==> config.mk <==
export PLATFORM = sky130hd
export DESIGN_NAME = fsrq_ctrl
export DESIGN_NICKNAME = d
export VERILOG_FILES = /design/src/sv/fsrq_pkg.sv /design/src/sv/fsrq_ctrl.sv
export SDC_FILE = /design/constraint.sdc
export NUM_CORES = 1
export LEC_CHECK = 0
export BUFFER_PORTS_ARGS = -buffer_cell sky130_fd_sc_hd__clkbuf_2
export CAP_MARGIN = 20
export CORE_AREA = 2 2 39 41
export DETAILED_ROUTE_END_ITERATION = 8
export DIE_AREA = 0 0 41 43
export PLACE_DENSITY_LB_ADDON = 0.15
export SYNTH_ARGS = -nofsm -noshare
export SYNTH_HDL_FRONTEND = slang
export SYNTH_SLANG_ARGS = --single-unit
==> constraint.sdc <==
create_clock -name i_clk -period 1.4 [get_ports i_clk]
set_input_delay 0.14 -clock i_clk [delete_from_list [all_inputs] [get_ports i_clk]]
set_output_delay 0.14 -clock i_clk [all_outputs]
set_load 0.1 [all_outputs]
==> src/sv/fsrq_pkg.sv <==
// Shared types, codes and the nice-to-weight table for the fair-share run queue.
`default_nettype none
package fsrq_pkg;

    localparam int SLICE_W  = 15;
    localparam int WEIGHT_W = 11;
    localparam int VR_W     = 31;
    localparam int ID_W     = 6;
    localparam int ORDER_W  = 32;
    localparam int GRAN_W   = 8;
    localparam int CFG_IDX_W = 1;
    localparam int CFG_DATA_W = 15;

    localparam logic [1:0] OP_INSERT  = 2'd0;
    localparam logic [1:0] OP_EXTRACT = 2'd1;
    localparam logic [1:0] OP_CHECK   = 2'd2;

    localparam logic [1:0] ST_OK    = 2'd0;
    localparam logic [1:0] ST_FULL  = 2'd1;
    localparam logic [1:0] ST_EMPTY = 2'd2;

    localparam logic [CFG_IDX_W-1:0] CFG_TARGET_LATENCY = 1'd0;
    localparam logic [CFG_IDX_W-1:0] CFG_MIN_GRAN       = 1'd1;

    localparam logic [SLICE_W-1:0] TL_RESET = 15'd32;
    localparam logic [GRAN_W-1:0]  MG_RESET = 8'd2;
    localparam logic [SLICE_W-1:0] PERIOD_MAX = 15'h7FFF;

    typedef struct packed {
        logic [1:0]         opcode;
        logic [ID_W-1:0]    task_id;
        logic [VR_W-1:0]    virtual_runtime;
        logic [4:0]         nice_level;
        logic [30:0]        run_ticks;
        logic [SLICE_W-1:0] slice_ticks;
    } t_in;

    typedef struct packed {
        logic [1:0]          status;
        logic [ID_W-1:0]     chosen_id;
        logic [SLICE_W-1:0]  granted_slice;
        logic [WEIGHT_W-1:0] chosen_weight;
        logic                preempt;
    } t_out;

    typedef struct packed {
        logic [VR_W-1:0]     vr;
        logic [ID_W-1:0]     id;
        logic [WEIGHT_W-1:0] weight;
        logic [ORDER_W-1:0]  order;
    } t_entry;

    typedef struct packed {
        logic start;
        logic idx_inc;
        logic ins_write;
        logic ext_commit;
        logic period_set;
        logic div_start;
        logic ext_finish;
        logic out_load;
    } t_cmd;

    typedef struct packed {
        logic drop;
        logic slot_free;
        logic scan_done;
        logic found;
        logic div_done;
    } t_stat;

    // floor(1024 * 0.8^n); nice above 27 all map to 1
    function automatic logic [WEIGHT_W-1:0] nice_weight(input logic [4:0] nice);
        logic [WEIGHT_W-1:0] w;
        case (nice)
            5'd0:  w = 11'd1024;
            5'd1:  w = 11'd819;
            5'd2:  w = 11'd655;
            5'd3:  w = 11'd524;
            5'd4:  w = 11'd419;
            5'd5:  w = 11'd335;
            5'd6:  w = 11'd268;
            5'd7:  w = 11'd214;
            5'd8:  w = 11'd171;
            5'd9:  w = 11'd137;
            5'd10: w = 11'd109;
            5'd11: w = 11'd87;
            5'd12: w = 11'd70;
            5'd13: w = 11'd56;
            5'd14: w = 11'd45;
            5'd15: w = 11'd36;
            5'd16: w = 11'd28;
            5'd17: w = 11'd23;
            5'd18: w = 11'd18;
            5'd19: w = 11'd14;
            5'd20: w = 11'd11;
            5'd21: w = 11'd9;
            5'd22: w = 11'd7;
            5'd23: w = 11'd6;
            5'd24: w = 11'd4;
            5'd25: w = 11'd3;
            5'd26: w = 11'd3;
            5'd27: w = 11'd2;
            default: w = 11'd1;
        endcase
        return w;
    endfunction

endpackage
`default_nettype wire

==> src/sv/fsrq_ctrl.sv <==
// Controller: sequences insert, min scan, period, divide and result beats.
`default_nettype none
module fsrq_ctrl
    import fsrq_pkg::*;
(
    input  wire logic       i_clk,
    input  wire logic       i_rst_n,
    input  wire logic       i_in_valid,
    input  wire logic [1:0] i_op,
    input  wire logic       i_out_ready,
    input  wire t_stat      i_stat,
    output t_cmd            o_cmd,
    output logic            o_in_ready,
    output logic            o_out_valid
);
    typedef enum logic [2:0] {
        S_IDLE, S_INS, S_SCAN, S_COMMIT, S_PERIOD, S_DSTART, S_DIV, S_FIN
    } t_state;

    t_state     r_state, n_state;
    logic [1:0] r_op;
    logic       r_out_valid;
    logic       out_free;

    assign out_free = !r_out_valid || i_out_ready;

    always_comb begin
        n_state = r_state;
        o_cmd   = '0;
        unique case (r_state)
            S_IDLE: begin
                if (i_in_valid) begin
                    o_cmd.start = 1'b1;
                    case (i_op) inside
                        OP_INSERT:            n_state = S_INS;
                        OP_EXTRACT, OP_CHECK: n_state = S_SCAN;
                        default:              n_state = S_FIN;
                    endcase
                end
            end
            S_INS: begin
                if (i_stat.drop) begin
                    n_state = S_FIN;
                end else if (i_stat.slot_free) begin
                    o_cmd.ins_write = 1'b1;
                    n_state = S_FIN;
                end else begin
                    o_cmd.idx_inc = 1'b1;
                end
            end
            S_SCAN: begin
                if (i_stat.scan_done) begin
                    n_state = (r_op == OP_EXTRACT && i_stat.found) ? S_COMMIT : S_FIN;
                end
            end
            S_COMMIT: begin
                o_cmd.ext_commit = 1'b1;
                n_state = S_PERIOD;
            end
            S_PERIOD: begin
                o_cmd.period_set = 1'b1;
                n_state = S_DSTART;
            end
            S_DSTART: begin
                o_cmd.div_start = 1'b1;
                n_state = S_DIV;
            end
            S_DIV: begin
                if (i_stat.div_done) begin
                    o_cmd.ext_finish = 1'b1;
                    n_state = S_FIN;
                end
            end
            S_FIN: begin
                if (out_free) begin
                    o_cmd.out_load = 1'b1;
                    n_state = S_IDLE;
                end
            end
            default: n_state = S_IDLE;
        endcase
    end

    always_ff @(posedge i_clk) begin
        if (!i_rst_n) begin
            r_state     <= S_IDLE;
            r_op        <= OP_INSERT;
            r_out_valid <= 1'b0;
        end else begin
            r_state <= n_state;
            if (o_cmd.start) begin
                r_op <= i_op;
            end
            if (o_cmd.out_load) begin
                r_out_valid <= 1'b1;
            end else if (i_out_ready) begin
                r_out_valid <= 1'b0;
            end
        end
    end

    assign o_in_ready  = (r_state == S_IDLE);
    assign o_out_valid = r_out_valid;
endmodule
`default_nettype wire

==> results of run 1 <==
[power groups by stage]
stage / logic (mW) / clock network, mW / registers (mW)
finish: 2.11 / 0.168 / 0.304
floorplan: 0.988 / 0 / 0.300
global placement: 1.58 / 0 / 0.278
global route: 2.21 / 0.181 / 0.311
detailed placement: 1.60 / 0 / 0.283
CTS: 1.78 / 0.174 / 0.311
[stage by stage]
step | total power [mW] | util (%) | setup TNS [ns]
CTS | 2.26 | 75.3 | -1.14
global route | 2.70 | 85.0 | -2.15
detailed placement | 1.88 | 67.4 | -0.518
floorplan | 1.29 | - | -3.98
finish | 2.59 | 85.0 | -1.40
global placement | 1.86 | 67.4 | -0.280
[cell families after synthesis]
logic type	Yosys count	synth area share, %
fa+ha+maj	6	14.8
compound gates	8	13.1
mux	5	9.88
simple gates	27	31.6
buf+inv	9	6.91
flops	6	23.7
[worst max-delay path, cell delays in order (launching register included)]
cell	delay (ns)
sky130_fd_sc_hd__dfxtp_4	0.36
sky130_fd_sc_hd__inv_4	0.07
sky130_fd_sc_hd__ha_4	0.17
sky130_fd_sc_hd__nor4b_4	0.24
sky130_fd_sc_hd__buf_4	0.17
sky130_fd_sc_hd__buf_12	0.16
[synth_stat cells]
cell and n:
sky130_fd_sc_hd__and2_1 2, sky130_fd_sc_hd__a21oi_1 2, sky130_fd_sc_hd__and3_1 1, sky130_fd_sc_hd__buf_2 1, sky130_fd_sc_hd__o211a_1 1, sky130_fd_sc_hd__a21o_1 1, sky130_fd_sc_hd__nand4b_1 1, sky130_fd_sc_hd__nor3_1 2
sky130_fd_sc_hd__nor2_1 4, sky130_fd_sc_hd__nand3b_1 1, sky130_fd_sc_hd__a31oi_1 1, sky130_fd_sc_hd__or4_1 1, sky130_fd_sc_hd__dfxtp_1 6, sky130_fd_sc_hd__mux2i_1 5, sky130_fd_sc_hd__nand2_1 5, sky130_fd_sc_hd__nand2b_1 2
sky130_fd_sc_hd__nor4b_1 1, sky130_fd_sc_hd__nand3_1 2, sky130_fd_sc_hd__nor4b_2 1, sky130_fd_sc_hd__o41ai_1 1, sky130_fd_sc_hd__a2111oi_2 1, sky130_fd_sc_hd__ha_1 6, sky130_fd_sc_hd__nor2b_2 1, sky130_fd_sc_hd__nor2b_1 3
sky130_fd_sc_hd__inv_1 8, sky130_fd_sc_hd__a31o_1 1
[layer usage]
layer / track usage, % / part of all wire, % / vias to the layer above
met5: 0 / 0 / -
met4: 15.3 / 1.4 / 0
met3: 2.62 / 3.9 / 4
met2: 30.6 / 50 / 17
met1: 23.3 / 45 / 271
li1: - / - / 307
[layout by cell type (no fill, tap or decap), drive strengths merged]
cell and n:
nor2b 4, nand2b 2, a21o 1, o211a 1, buf 32, nand3 2
dfxtp 6, inv 8, ha 6, nor2 4, and3 1, a21oi 2
nand3b 1, o41ai 1, nand2 5, or4 1, and2 2, nor4b 2
a2111oi 1, a31oi 1, clkbuf 14, nor3 2, a31o 1, nand4b 1
mux2i 5
[state kept, by name, indices dropped and copies added (netlist names)]
signal and flops:
r_state 3, r_op 2, o_out_valid 1
[final timing paths]
check	start	end	slack [ns]
max	r_state[1]	o_cmd[6]	-0.16
min	i_op[1]	r_op[1]	0.17
max reg2reg	r_state[0]	r_state[1]	-0.15
min reg2reg	r_op[1]	r_op[1]	0.50
[final cells by class]
cell class	instances	share of cell area (%)
Clock buffer	3	1.91
Inverter	8	3.19
Multi-Input combinational cell	46	43.6
Sequential cell	6	11.0
Tap cell	16	1.70
Timing Repair Buffer	43	38.6
[what timing repair did]
item / in CTS / in global routing
setup buffers: 2 / 6
setup endpoints to repair: 14 / 13
pin swaps: 4 / 7
resized for setup: 21 / 15
==> impl_metrics.env, run 1 <==
export IMPL_rows=14
export IMPL_grt_antenna_before_repair=0
export IMPL_detailroute_via_count=599
export IMPL_ys_top_cells_by_area="sky130_fd_sc_hd__dfxtp_1 (24%), sky130_fd_sc_hd__ha_1 (15%), sky130_fd_sc_hd__mux2i_1 (9.9%)"
export IMPL_layout_area_overhead_vs_synth_pct=132
export IMPL_drv_slew=0
export IMPL_first_pass_grt_wire_length_um=2290
export IMPL_power_share_switching_pct=47.9
export IMPL_synth_top_area_share_pct=23.7
export IMPL_placed_cells=111
export IMPL_ir_drop_v=0.00134
export IMPL_final_min_clock_period_ns=1.56
export IMPL_grt_overflow=0
export IMPL_maxCapViolCount=0
export IMPL_h_tree_depth=1
export IMPL_detail_route_first_pass_iterations=4
export IMPL_cts_root_buffer_cell="sky130_fd_sc_hd__clkbuf_4"
export IMPL_totalWireLength_um=1730
export IMPL_core_area_sq_mm=0.00138
export IMPL_final_net_count=125
export IMPL_synth_area_leader_cell="sky130_fd_sc_hd__dfxtp_1"
export IMPL_drt_vias_per_instance=4.91
export IMPL_buffer_ports_inserted=20
export IMPL_logic_gate_share_of_total_power_pct=81.7
export IMPL_worstSetupStartpointType="flip-flop"
export IMPL_setup_worst_path_end_class="primary output"
export IMPL_worst_endpoint_arrival_ns=1.42
export IMPL_total_switching_power_mw=1.24
export IMPL_seq_power_share_pct=11.8
export IMPL_hpwl_um=1130
export IMPL_worst_hold_path_type="in2reg"
export IMPL_clock_sinks=6
export IMPL_clock_fmax_mhz=641
export IMPL_clock_skew_ns=0.00550
export IMPL_synth_distinct_cells=26
export IMPL_vias_in_the_first_global_route=545
export IMPL_filler_cell_count=76
export IMPL_clkPwrFrac_pct=6.5
export IMPL_cts_reportedPaths_clkPinSlew_ns=0.05
export IMPL_timing_critical_path_fanout_max=5
export IMPL_synth_sequential_area_ratio_pct=23.7
export IMPL_route_detailed_drc=0
export IMPL_tritoncts_clock_tree="done"
export IMPL_postLayoutCellArea_sq_mm=0.00118
export IMPL_internal_power_mw=1.35
export IMPL_outcome="complete, but fails checks"
export IMPL_rsz0062_at_grt="true"
export IMPL_die_width_um=41
export IMPL_tritoncts_num_buffers=3
export IMPL_multi_input_comb_area_sq_um=513
export IMPL_globalplace_congestion=0.845
export IMPL_syn_area_per_cell_sq_um=8.31
export IMPL_design_die_area_sq_mm=0.00176
export IMPL_worst_endpoint_required_ns=1.26
export IMPL_r2r_cells=5
export IMPL_mapped_cells=61
export IMPL_netlist_area_sq_um=507
export IMPL_finalSetupViolCount=14
export IMPL_grt_total_usage_pct=19.9
export IMPL_die_h_um=43
export IMPL_tightestPinTransition_ns=0.539
export IMPL_max_slew_margin_pct=64.2
export IMPL_ratio_of_final_minimum_period_to_clock_period_pct=111
export IMPL_seq_area_sq_um=129
export IMPL_synth_ff_latch_count=6
export IMPL_power_density_over_the_cells_mw_per_mm2=2200
export IMPL_clk_latency_worst_skew_pair_ns=0.25
export IMPL_whs_ns=0.171
export IMPL_holdBufCountCts=0
export IMPL_synth_net_count=78
export IMPL_synth_warning_count=0
export IMPL_design_portCount=21
export IMPL_dp_slack_ns=-0.224
export IMPL_diodes=0
export IMPL_wire_per_inst_um=14.1
export IMPL_drt_initial_drc_count=8
export IMPL_cts_path_max_buffers=2
export IMPL_initial_core_util_pct=36.6
export IMPL_grt_max_degree=10
export IMPL_layout_drive_gt1_share_pct=70.8
export IMPL_setup_worst_path_class="reg2out"
export IMPL_postLayoutSetupSlackWorst_ns=-0.160
export IMPL_report_final_hold_viol_count=0
export IMPL_instance_count_along_the_most_critical_hold_path=3
export IMPL_drt_antenna_violating_nets=0
export IMPL_p_leak_nw=0.560
export IMPL_post_dp_cell_area_sq_um=932
export IMPL_violations="setup timing"
export IMPL_stdcell_count=122
(Power assumes the default switching activity.)
==> inputs of run 2 (changes only) <==
==> constraint.sdc (replaced) <==
create_clock -name i_clk -period 1.99 [get_ports i_clk]
set_input_delay 0.199 -clock i_clk [delete_from_list [all_inputs] [get_ports i_clk]]
set_output_delay 0.199 -clock i_clk [all_outputs]
set_load 0.1 [all_outputs]
==> run 2 against run 1 <==
  * The flow now finishes without violations
  * Wire length is 32% lower
  * Via count is 15% lower
  * Sequential power is 30% lower
  * Setup slack better by 0.36 ns
  * Core utilization is 34 points lower
  * Cell area is 40% lower
  * Die area stayed put
  * Cell count is 18% lower
  * Register-to-register slack better by 0.51 ns
  * Sequential share of layout area is 6.3 points higher
  * Clock skew is 0.00083 ns higher
  * Largest cell class unchanged
==> impl_metrics.env, run 2 (synthesis results as in run 1) <==
export IMPL_worstPathCellList="inv_1 > ha_1 > nor2b_4 > nand2_1 > inv_1 > buf_4"
export IMPL_worstReg2RegStart="r_state[0]"
export IMPL_tightestPinTransition_ns=0.548
export IMPL_worstSetupStartpointType="flip-flop"
export IMPL_rows=14
export IMPL_cp_max_stage_delay_ns=0.34
export IMPL_core_area_sq_mm=0.00138
export IMPL_clock_sinks=6
export IMPL_hold_wc_startpoint="i_op[1]"
export IMPL_vias_in_the_first_global_route=433
export IMPL_path_depth=6
export IMPL_setup_tns_ns=0
export IMPL_die_h_um=43
export IMPL_crit_buf_inv=3
export IMPL_layout_area_overhead_vs_synth_pct=40.0
export IMPL_totalWireLength_um=1180
export IMPL_power_density_over_the_cells_mw_per_mm2=1600
export IMPL_tritoncts_clock_tree="done"
export IMPL_buffer_ports_inserted=20
export IMPL_fin_util_pct=51.3
export IMPL_report_final_hold_viol_count=0
export IMPL_cpLargestDelayFamily="buffers and inverters"
export IMPL_layout_drive_gt1_share_pct=40.5
export IMPL_timing_critical_path_to="o_cmd[7]"
export IMPL_cts_root_buffer_cell="sky130_fd_sc_hd__clkbuf_4"
export IMPL_final_net_count=103
export IMPL_setup_worst_path_end_class="primary output"
export IMPL_tritoncts_num_buffers=3
export IMPL_worst_endpoint_required_ns=1.79
export IMPL_timing_critical_path_fanout_max=5
export IMPL_stdcell_count=100
export IMPL_final_min_clock_period_ns=1.79
export IMPL_globalplace_congestion=0.747
export IMPL_drv_slew=0
export IMPL_diodes=0
export IMPL_die_width_um=41
export IMPL_drt_initial_drc_count=12
export IMPL_mostFrequentLayoutCells="sky130_fd_sc_hd__clkbuf_2 (15), sky130_fd_sc_hd__inv_1 (7), sky130_fd_sc_hd__buf_4 (6)"
export IMPL_detailroute_via_count=508
export IMPL_worst_endpoint_arrival_ns=1.59
export IMPL_clock_skew_ns=0.00633
export IMPL_crit_path_top_delay_cell="sky130_fd_sc_hd__dfxtp_2"
export IMPL_post_dp_cell_area_sq_um=687
export IMPL_cts_resized=0
export IMPL_drt_antenna_violating_nets=0
export IMPL_initial_core_util_pct=36.6
export IMPL_holdBufCountCts=0
export IMPL_ir_drop_v=0.000662
export IMPL_p_leak_nw=0.365
export IMPL_ratio_of_final_minimum_period_to_clock_period_pct=89.8
export IMPL_finalSetupViolCount=0
export IMPL_grt_antenna_before_repair=0
export IMPL_largest_reg_flops=3
export IMPL_r2r_setup_slack_ns=0.36
export IMPL_route_detailed_drc=0
export IMPL_cts_reportedPaths_clkPinSlew_ns=0.05
export IMPL_post_cts_buffers=0
export IMPL_clk_latency_worst_skew_pair_ns=0.24
export IMPL_clock_fmax_mhz=560
export IMPL_worst_setup_path_startpoint="r_state[0]"
export IMPL_design_portCount=21
export IMPL_hpwl_um=938
export IMPL_h_tree_depth=1
export IMPL_design_die_area_sq_mm=0.00176
export IMPL_first_pass_grt_wire_length_um=1850
export IMPL_worst_path_most_repeated_cell="sky130_fd_sc_hd__inv_1"
export IMPL_r2r_cells=5
export IMPL_grt_max_degree=10
export IMPL_placed_cells=97
export IMPL_max_slew_margin_pct=63.6
export IMPL_setup_worst_path_class="reg2out"
export IMPL_grt_overflow=0
export IMPL_r2r_end="r_state[1]"
export IMPL_mostFrequentLayoutCell="sky130_fd_sc_hd__clkbuf_2"
export IMPL_detail_route_first_pass_iterations=4
export IMPL_drt_vias_per_instance=5.08
export IMPL_maxCapViolCount=0
export IMPL_largest_register="r_state"
export IMPL_postLayoutCellArea_sq_um=709
export IMPL_cts_path_max_buffers=2
export IMPL_whs_ns=0.235
export IMPL_rsz0062_at_grt="false"
export IMPL_worst_hold_path_type="in2reg"
export IMPL_wire_per_inst_um=11.8
export IMPL_grt_total_usage_pct=15.8
export IMPL_outcome="completed"
-- run 2: cell types whose count changed in the layout (fill, tap and decap cells not counted), moves of 3 or more --
cell	before	now
sky130_fd_sc_hd__clkbuf_2	11	15
sky130_fd_sc_hd__buf_12	10	0
sky130_fd_sc_hd__buf_4	13	6
sky130_fd_sc_hd__inv_4	3	0
sky130_fd_sc_hd__ha_1	2	5
sky130_fd_sc_hd__nand2_1	2	5
sky130_fd_sc_hd__buf_6	9	0
-- run 2: worst min path at each step --
| stage | slack [ns] | depth (start not counted) | to |
|---|---|---|---|
| after detailed placement | 0.48 | 3 | r_op[1] |
| final | 0.23 | 3 | r_op[1] |
| after global routing | 0.25 | 3 | r_op[1] |
| after CTS | 0.22 | 3 | r_op[1] |
| after floorplan | 0.34 | 2 | r_state[0] |
| after global placement | 0.47 | 2 | r_op[1] |
-- run 2: layer usage --
metal | share of wire [%] | GRT usage, %
met3 | 4.3 | 1.57
met4 | 1.0 | 12.0
met5 | 0 | 0
met1 | 46 | 20.7
met2 | 48 | 22.5
-- run 2: worst reg2reg max path, stage by stage (launching register included) --
cell and delay (ns):
sky130_fd_sc_hd__dfxtp_2 0.36, sky130_fd_sc_hd__inv_1 0.07, sky130_fd_sc_hd__ha_1 0.27, sky130_fd_sc_hd__a2111oi_2 0.48
sky130_fd_sc_hd__mux2i_1 0.13, sky130_fd_sc_hd__o211a_1 0.21
-- run 2: per-stage QoR --
step / total power, mW / setup WS (ns)
6_report: 1.14 / 0.204
5_1_grt: 1.22 / 0.0987
4_1_cts: 1.15 / 0.174
3_5_place_dp: 1.03 / 0.364
3_3_place_gp: 1.03 / 0.438
2_1_floorplan: 0.885 / -0.236
-- run 2: layout make-up --
type                    count  area [sq um]
well taps                  16          20.0
fillers                   150           674
clock buffers               3          22.5
multi-input cells          46           394
flip-flops and latches      6           123
repair buffers             21           120
inverters                   8          30.0
-- run 2: power by group --
part           internal, mW  switching, mW  total [mW]
registers             0.160         0.0525       0.212
logic                 0.253          0.561       0.814
clock network        0.0681         0.0427       0.111
total                 0.481          0.656        1.14
==> inputs of run 3 (changes only) <==
--- a/config.mk
+++ b/config.mk
@@ -7,9 +7,10 @@
 export LEC_CHECK = 0
 export BUFFER_PORTS_ARGS = -buffer_cell sky130_fd_sc_hd__clkbuf_2
 export CAP_MARGIN = 20
-export CORE_AREA = 2 2 39 41
+export CORE_MARGIN = 2
+export CORE_UTILIZATION = 35
 export DETAILED_ROUTE_END_ITERATION = 8
-export DIE_AREA = 0 0 41 43
+export HOLD_SLACK_MARGIN = 0.02
 export PLACE_DENSITY_LB_ADDON = 0.15
 export SYNTH_ARGS = -nofsm -noshare
 export SYNTH_HDL_FRONTEND = slang
==> run 3 against run 2 <==
  * Via count did not move
  * Flip-flop and latch count did not move
  * First-iteration DRC count fell by 67%
  * Critical path depth fell by 3
  * Setup slack improved by 0.017 ns
  * Largest cell class unchanged
  * Highest routed layer unchanged
==> impl_metrics.env, run 3 (synthesis results as in run 1) <==
export IMPL_outcome="completed"
export IMPL_worstSetupStartpointType="flip-flop"
export IMPL_rows=13
export IMPL_totalWireLength_um=1140
export IMPL_finalSetupViolCount=0
export IMPL_mostFrequentLayoutCell="sky130_fd_sc_hd__clkbuf_2"
export IMPL_timing_critical_path_fanout_max=7
export IMPL_met3RoutedLength_um=53
export IMPL_seq_area_sq_um=123
export IMPL_mostFrequentLayoutCells="sky130_fd_sc_hd__clkbuf_2 (16), sky130_fd_sc_hd__inv_1 (7)"
export IMPL_final_min_clock_period_ns=1.77
export IMPL_design_die_area_sq_mm=0.00177
export IMPL_setup_worst_path_class="reg2out"
export IMPL_ir_drop_v=0.000869
export IMPL_stdcell_count=99
export IMPL_drv_slew=0
export IMPL_cts_path_max_buffers=2
export IMPL_largest_reg_flops=3
export IMPL_detail_route_first_pass_iterations=3
export IMPL_layout_drive_gt1_share_pct=40.5
export IMPL_maxCapViolCount=0
export IMPL_drt_initial_drc_count=4
export IMPL_p_leak_nw=0.364
export IMPL_cts_root_buffer_cell="sky130_fd_sc_hd__clkbuf_4"
export IMPL_clk_latency_worst_skew_pair_ns=0.24
export IMPL_detailroute_via_count=508
export IMPL_diodes=0
export IMPL_power_density_over_the_cells_mw_per_mm2=1600
export IMPL_grt_overflow=0
export IMPL_globalplace_congestion=0.716
export IMPL_grt_max_degree=10
export IMPL_largest_register="r_state"
export IMPL_grt_total_usage_pct=13.4
export IMPL_setup_tns_ns=0
export IMPL_initial_core_util_pct=38.0
export IMPL_highest_layer="met4"
export IMPL_drt_vias_per_instance=5.13
export IMPL_first_pass_grt_wire_length_um=1830
export IMPL_vias_in_the_first_global_route=444
export IMPL_setup_worst_path_end_class="primary output"
export IMPL_routedLengthMet1_um=518
export IMPL_postLayoutCellArea_sq_um=706
export IMPL_holdBufCountCts=0
export IMPL_design_portCount=21
export IMPL_rsz0062_at_grt="false"
export IMPL_tightestPinTransition_ns=0.539
export IMPL_drt_antenna_violating_nets=0
export IMPL_max_slew_margin_pct=64.2
export IMPL_layout_area_overhead_vs_synth_pct=39.3
export IMPL_h_tree_depth=1
export IMPL_whs_ns=0.232
export IMPL_cts_reportedPaths_clkPinSlew_ns=0.05
export IMPL_core_area_sq_mm=0.00133
export IMPL_worst_endpoint_arrival_ns=1.57
export IMPL_wire_per_inst_um=11.5
export IMPL_multi_input_comb_area_sq_um=394
export IMPL_post_cts_buffers=0
export IMPL_route_detailed_drc=0
export IMPL_clock_skew_ns=0.00198
export IMPL_cts_resized=0
export IMPL_filler_cell_count=144
export IMPL_clock_fmax_mhz=565
export IMPL_postLayoutSetupSlackWorst_ns=0.221
export IMPL_r2r_setup_slack_ns=0.41
export IMPL_ratio_of_final_minimum_period_to_clock_period_pct=88.9
export IMPL_die_width_um=42.1
export IMPL_tritoncts_num_buffers=3
export IMPL_fin_util_pct=52.9
export IMPL_hpwl_um=913
export IMPL_buffer_ports_inserted=20
export IMPL_grt_antenna_before_repair=0
export IMPL_die_h_um=42.1
export IMPL_dp_slack_ns=0.381
export IMPL_wl_met2_um=550
export IMPL_final_net_count=103
export IMPL_placed_cells=96
export IMPL_post_dp_cell_area_sq_um=683
export IMPL_worst_hold_path_type="in2reg"
export IMPL_design_power_total_mw=1.13
export IMPL_tritoncts_clock_tree="done"
export IMPL_report_final_hold_viol_count=0
export IMPL_clock_sinks=6
export IMPL_worst_endpoint_required_ns=1.79
## run 3: changes by cell type in the layout (fill, tap and decap cells not counted), sizes merged
| cell | change |
|---|---|
| buf | -1 |
| clkbuf | +1 |
## run 3: power by group
part / switching [mW] / leakage [nW] / internal [mW]
registers: 0.0512 / 0.0499 / 0.160
logic: 0.559 / 0.300 / 0.249
clock network: 0.0434 / 0.0138 / 0.0682
## run 3: area by class of cell
type | count | share of cell area [%]
tap | 15 | 2.66
sequential | 6 | 17.4
clock buffer | 3 | 3.19
multi-input combinational | 46 | 55.9
timing repair buffer | 21 | 16.7
inverter | 8 | 4.26
## run 3: worst max-delay path, stage by stage (launching register included)
cell	delay, ns
sky130_fd_sc_hd__dfxtp_2	0.36
sky130_fd_sc_hd__ha_1	0.32
sky130_fd_sc_hd__nor2b_2	0.19
sky130_fd_sc_hd__clkbuf_2	0.45
## run 3: layer usage
layer  up-vias  GRT usage [%]
met3         2           1.29
met4         0           9.38
met2        12           23.4
met5         -              0
met1       232           15.1
li1        262              -
## run 3: worst paths after layout
kind	startpoint	cells past startpoint	end
min reg2reg	r_op[1]	2	r_op[1]
max reg2reg	r_state[0]	5	r_state[1]
min	i_op[1]	3	r_op[1]
max	r_state[0]	3	o_cmd[4]
